[config.mk]
export PLATFORM = sky130hd
export DESIGN_NAME = i2cm_core
export DESIGN_NICKNAME = d
export VERILOG_FILES = /design/src/hw/rtl/i2cm_pkg.sv /design/src/hw/rtl/i2cm_core.sv
export SDC_FILE = /design/constraint.sdc
export NUM_CORES = 1
export LEC_CHECK = 0
export ABC_AREA = 1
export BUFFER_PORTS_ARGS = -buffer_cell sky130_fd_sc_hd__buf_2
export CORE_AREA = 2 2 155 157
export DETAILED_ROUTE_END_ITERATION = 8
export DIE_AREA = 0 0 157 159
export SETUP_SLACK_MARGIN = 0.2
export SYNTH_ARGS = -nofsm -noshare
export SYNTH_HDL_FRONTEND = slang
export SYNTH_SLANG_ARGS = --single-unit
[constraint.sdc]
create_clock -name vclk -period 1.1
set_clock_uncertainty 0.15 [all_clocks]
set_input_delay 0 -clock vclk [all_inputs]
set_output_delay 0 -clock vclk [all_outputs]
set_load 0.005 [all_outputs]
[src/hw/rtl/i2cm_pkg.sv]
// ----------------------------------------------------------------------------
// I2C master register model package
// Types, register indexes, bit positions and bus event codes shared by the
// register model core and the top level.
// ----------------------------------------------------------------------------
package i2cm_pkg;

	localparam logic OP_READ  = 1'b0;
	localparam logic OP_WRITE = 1'b1;

	localparam logic [2:0] REG_CON    = 3'd0;
	localparam logic [2:0] REG_STAT   = 3'd1;
	localparam logic [2:0] REG_ADD    = 3'd2;
	localparam logic [2:0] REG_DS     = 3'd3;
	localparam logic [2:0] REG_BUSY   = 3'd4;
	localparam logic [2:0] REG_ENABLE = 3'd5;
	localparam logic [2:0] REG_INT    = 3'd6;
	localparam logic [2:0] REG_NONE   = 3'd7;

	localparam int CON_RESUME_BIT = 4;
	localparam int STAT_START_BIT = 5;
	localparam int STAT_NAK_BIT   = 0;
	localparam int STAT_MODE_LO   = 6;
	localparam logic [1:0] STAT_MODE_MRX = 2'b10;

	localparam int INT_BYTE_BIT = 0;
	localparam int INT_STOP_BIT = 1;

	localparam logic [2:0] EV_NONE    = 3'd0;
	localparam logic [2:0] EV_START   = 3'd1;
	localparam logic [2:0] EV_RESTART = 3'd2;
	localparam logic [2:0] EV_WBYTE   = 3'd3;
	localparam logic [2:0] EV_RBYTE   = 3'd4;
	localparam logic [2:0] EV_STOP    = 3'd5;

	typedef struct packed {
		logic        opcode;
		logic [2:0]  reg_index;
		logic [31:0] write_data;
		logic        dev_present;
		logic        dev_ack;
		logic [7:0]  dev_read_byte;
	} item_t;

	typedef struct packed {
		logic [31:0] read_data;
		logic        irq_level;
		logic [2:0]  bus_event;
		logic [6:0]  bus_address;
		logic        bus_read_dir;
		logic [7:0]  bus_byte;
	} result_t;

	typedef struct packed {
		logic [31:0] control;
		logic [31:0] status;
		logic [31:0] own_address;
		logic [7:0]  data_shift;
		logic [31:0] enable;
		logic [1:0]  pending_ints;
		logic        transfer_active;
		logic        receiving;
		logic        device_selected;
		logic        nak;
		logic [6:0]  cur_addr;
	} state_t;

endpackage

[src/hw/rtl/i2cm_core.sv]
// ----------------------------------------------------------------------------
// I2C master register model core
// Combinational register access: computes the next register state and the
// result of one register transaction from the current state.
// ----------------------------------------------------------------------------
module i2cm_core
	import i2cm_pkg::*;
(
	input  state_t  state_cur,
	input  item_t   item,
	output state_t  state_nxt,
	output result_t result
);

	logic        was_started;
	logic        now_started;
	logic        byte_ok;
	logic [7:0]  rx_byte;
	logic [31:0] stat_read;

	always_comb begin
		state_nxt = state_cur;
		result = '0;
		was_started = state_cur.status[STAT_START_BIT];
		now_started = item.write_data[STAT_START_BIT];
		byte_ok = state_cur.device_selected && !state_cur.nak && item.dev_ack;
		rx_byte = byte_ok ? item.dev_read_byte : 8'd0;
		stat_read = state_cur.status;
		stat_read[STAT_NAK_BIT] = state_cur.nak;

		if (item.opcode == OP_READ) begin
			unique case (item.reg_index)
				REG_CON:    result.read_data = state_cur.control;
				REG_STAT:   result.read_data = stat_read;
				REG_ADD:    result.read_data = state_cur.own_address;
				REG_DS:     result.read_data = {24'd0, state_cur.data_shift};
				REG_ENABLE: result.read_data = state_cur.enable;
				REG_INT:    result.read_data = {30'd0, state_cur.pending_ints};
				REG_BUSY,
				REG_NONE:   result.read_data = '0;
				default:    result.read_data = '0;
			endcase
		end else begin
			unique case (item.reg_index)
				REG_CON: begin
					state_nxt.control = item.write_data;
					if (item.write_data[CON_RESUME_BIT] && state_cur.transfer_active) begin
						result.bus_address  = state_cur.cur_addr;
						result.bus_read_dir = state_cur.receiving;
						if (state_cur.receiving) begin
							if (!byte_ok) begin
								state_nxt.nak = 1'b1;
							end
							state_nxt.data_shift = rx_byte;
							result.bus_event = EV_RBYTE;
							result.bus_byte  = rx_byte;
						end else begin
							state_nxt.nak = !byte_ok;
							result.bus_event = EV_WBYTE;
							result.bus_byte  = state_cur.data_shift;
						end
						state_nxt.pending_ints[INT_BYTE_BIT] = 1'b1;
					end
				end
				REG_STAT: begin
					state_nxt.status = item.write_data;
					state_nxt.status[STAT_NAK_BIT] = 1'b0;
					if (!was_started && now_started) begin
						state_nxt.receiving =
							item.write_data[STAT_MODE_LO +: 2] == STAT_MODE_MRX;
						state_nxt.cur_addr = state_cur.data_shift[7:1];
						state_nxt.device_selected = item.dev_present;
						state_nxt.transfer_active = 1'b1;
						state_nxt.nak = !(item.dev_present && item.dev_ack);
						state_nxt.pending_ints[INT_BYTE_BIT] = 1'b1;
						result.bus_event = (state_cur.transfer_active &&
							state_cur.device_selected) ? EV_RESTART : EV_START;
						result.bus_address  = state_nxt.cur_addr;
						result.bus_read_dir = state_nxt.receiving;
					end else if (was_started && !now_started &&
						state_cur.transfer_active) begin
						result.bus_event    = EV_STOP;
						result.bus_address  = state_cur.cur_addr;
						result.bus_read_dir = state_cur.receiving;
						state_nxt.transfer_active = 1'b0;
						state_nxt.receiving = 1'b0;
						state_nxt.device_selected = 1'b0;
						state_nxt.pending_ints[INT_STOP_BIT] = 1'b1;
					end
				end
				REG_ADD:    state_nxt.own_address = item.write_data;
				REG_DS:     state_nxt.data_shift = item.write_data[7:0];
				REG_ENABLE: state_nxt.enable = item.write_data;
				REG_INT:    state_nxt.pending_ints =
					state_cur.pending_ints & ~item.write_data[1:0];
				REG_BUSY,
				REG_NONE: begin
				end
				default: begin
				end
			endcase
		end

		result.irq_level = |state_nxt.pending_ints;
	end

endmodule

* Word-level counts from Yosys, hierarchy flattened
Index checks and enable logic that the tools add are counted.
** Storage, ports and cells
- Register bits after elaboration :: 0
- Input port bits :: 195
- Output and inout port bits :: 201
- Word-level logic and storage cells :: 60
** Cells by class
- Equality and inequality tests :: 8
- Mux-type cells :: 34
- Bitwise logic cells :: 2
- Reductions and logical operators :: 16
** Operators with widths (number)
- case mux 32 bit (7 select lines) :: 1
- 2-to-1 mux 32 bit :: 5
- 2-to-1 mux 149 bit :: 1
- 2-to-1 mux 8 bit :: 5
- 2-to-1 mux 19 bit :: 2
- 2-to-1 mux 11 bit :: 2
- case mux 11 bit (2 select lines) :: 1
- case mux 8 bit (2 select lines) :: 1
- equality test 3 bit, second input constant :: 4
- 2-to-1 mux 3 bit :: 4
- logical AND 1 bit :: 8
- 2-to-1 mux 1 bit :: 7
- 2-to-1 mux 7 bit :: 1
- equality test 3 x 2 -> 1 bit, second input constant :: 2
- zero test 1 bit :: 5
- case mux 1 bit (2 select lines) :: 2
- OR reduction 2 bit :: 2
- equality test 3 x 1 -> 1 bit, second input constant :: 1
- zero test 3 bit :: 1
- case mux 1 bit (3 select lines) :: 1
- bitwise AND 2 bit :: 1
- equality test 2 bit, second input constant :: 1
- 2-to-1 mux 2 bit :: 1
- inverter 2 bit :: 1

* Logic depth before layout (Yosys ltp)
- Word-level depth :: 9
- Depth in mapped cells :: 9
- Depth with buffers taken out :: 8

* Worst setup path before layout
No wires, ideal clock.
- Path type :: input to output
- Start :: input item[44] in the netlist's numbering
- End :: output result[28] in the netlist's numbering
- Arrival :: 0.930 ns
- Required time :: 0.950 ns
- Path slack :: 0.020 ns
- Stages :: 6
- Cell sequence :: buf_2 -> nor2_4 -> buf_4 -> clkbuf_1 -> o21ai_0 -> a31oi_1
** RTL lines
- from (decl) :: line i2cm_core.sv:10 : input item_t item,
- to (decl) :: line i2cm_core.sv:12 : output result_t result

==> impl_metrics.yaml <==
setup_path:
  cp-start-kind: "primary input"
  end_kind: "output pin"
  critical_path_required_ns: 0.95
  crit_arrival_ns: 1.18
  path_delay_family: "buffers and inverters"
  worstPathCellList: "buf_8 -> buf_12 -> nand2_4 -> nor2_4 -> buf_12 -> buf_12 -> buf_16 -> nand2_2 -> o21ai_1 -> nor2_1 -> nor2_1 -> buf_2"
  cp_slowest_cell: "buf_12"
  crit_fanout: 6
  criticalPathCategory: "primary input to output pin"
  critical_path_buf_inv_count: 6
  crit_top_cell: "buf_12"
  max_stage_delay_ns: 0.15
global_routing:
  antenna_found_initial: 2
  globalRouteOverflowTotal: 0
  grt_first_pass_wirelength_um: 41410
  grt_max_degree: 39
  track_usage_pct: 21.64
  grt_pass1_vias: 7134
yosys:
  synth_nets: 970
  ys_seq_area_share_pct: 0
  synth_area_per_cell_um2: 4.390
  ys_warn_count: 0
  yosysTopAreaCell: "nand2_1"
  yosys.area.top_type_share_pct: 35.86
  synthesis.area_um2: 3402
  synthDistinctLibCells: 21
  synthTopCellsByArea: "nand2_1 (36%), o21ai_0 (21%), inv_1 (7.2%)"
  synthCells: 775
routing:
  drtAntennaViolNets: 0
  wl_per_cell_um: 19.12
  num_vias: 7552
  drt-total-wl_um: 30410
  drt_iter0_drc: 599
  drc: 0
  avgViaCountPerCell: 4.750
  first_pass_iters: 5
worst_hold_path:
  hold_end: "state_nxt[85]"
  hold_start: "state_cur[85]"
  holdPathStages: 4
  hold_class: "primary input to output pin"
die:
  die_area_um2: 24960
  start_util_pct: 14.67
  fp.coreArea_um2: 23190
  io_pins: 396
  die_height_um: 159
  die_w_um: 157
  num_rows: 56
final_layout:
  design.seq.count: 0
  multi_input_area_um2: 4404
  final_cell_mix: "buf_2 (385), nand2_1 (176), o21ai_2 (131), nand2_2 (110), inv_1 (59)"
  seq_area_um2: 0
  clkbuf_count: 0
  final_cells: 1590
  drive_above_1_share_pct: 71.42
  final_common_cell: "buf_2"
  final_nets: 1467
  n_fill_cell: 2424
  utilization_pct: 40.11
  syn_to_final_growth_pct: 173.4
sta:
  post-route-period-util_pct: 121.2
  rsz0062_at_grt: "true"
  final.setup.tns_ns: -27.62
  setup_slack_ns: -0.2337
  max_slew_margin_pct: 76.50
  maxSlewViolCount: 0
  period_needed_ns: 1.334
  setup_viol: 200
  fin_worst_hold_slack_ns: 0.1062
  worst_pin_slew_ns: 0.3489
  fmax_mhz: 749.8
  hold_violations: 0
placement:
  dp_hpwl_um: 21970
  pre_cts_slack_ns: -0.2971
  portBuffers: 396
  gp_congestion: 0.9780
  dp_cells: 1537
flow_run:
  cap_violations: 0
pwr:
  ir_drop_mv: 0.1710
  power_density_nw_per_um2: 357.8
  p_leak_nw: 4.868
run_status:
  status: "complete, but fails checks"
  violations: "negative setup slack"
-- layout make-up --
cell class,instances,share of cell area (%)
multi-input cells,653,47.34
repair buffers,547,45.14
well taps,319,4.291
inverters,70,3.201
diodes,1,0.02690
-- through the flow --
step / total power, mW / area [µm²]
floorplan: 1.222 / 4398
global placement: 2.578 / 7197
detailed placement: 2.590 / 7197
CTS: 3.068 / 8625
global route: 3.551 / 9300
finish: 3.328 / 9303
-- tightest hold or removal path, stage by stage --
cell	delay [ns]
buf_2	0.08
nand2_2	0.05
inv_2	0.03
buf_2	0.09
-- where the power goes --
group	internal [mW]	total [mW]	switching (mW)
Combinational	1.56	3.33	1.77
Sequential	0	0	0
Clock	0.000000122	0.000000122	0
Total	1.56	3.33	1.77
-- routing by layer --
metal  up-vias  part of all wire, %  track usage, %
met5         -                    0               0
met4         0                  4.0           7.089
met3        79                  7.7           2.341
met2       456                   50           40.61
met1      3462                   38           25.19
li1       3555                    -               -
-- kinds of logic after synthesis --
| group | after synthesis | synth area share, % |
|---|---|---|
| buffers and inverters | 123 | 14.93 |
| AOI/OAI and AO/OA | 217 | 32.66 |
| and+or+nand+nor | 435 | 52.41 |
-- cells in the mapped netlist, types with 2 or more instances --
library cell / count
o21ai_0: 146
nand4_1: 22
a21oi_1: 16
o21ai_1: 37
o22ai_1: 6
nand2_1: 325
nand3_1: 28
inv_1: 65
inv_2: 5
a31oi_1: 11
nor2_1: 48
buf_2: 31
nand2_2: 4
clkbuf_1: 19
buf_4: 2
nor2_4: 5
-- worst max-delay path by stage --
stage / startpoint / cells past startpoint / endpoint
final: item[42] / 12 / result[22]
after global routing: item[44] / 12 / state_nxt[52]
after CTS: item[43] / 12 / state_nxt[52]
after detailed placement: item[43] / 8 / result[37]
after global placement: item[43] / 8 / result[37]
after floorplan: item[44] / 9 / state_nxt[46]
-- repair_timing --
action / in CTS / in global routing
resized for setup: 223 / 154
hold buffers: 0 / 0
buffers inserted: 27 / 4
setup endpoints to repair: 201 / 201
pin swaps: 42 / 52
gates cloned: 16 / 5
(Power assumes the default switching activity.)
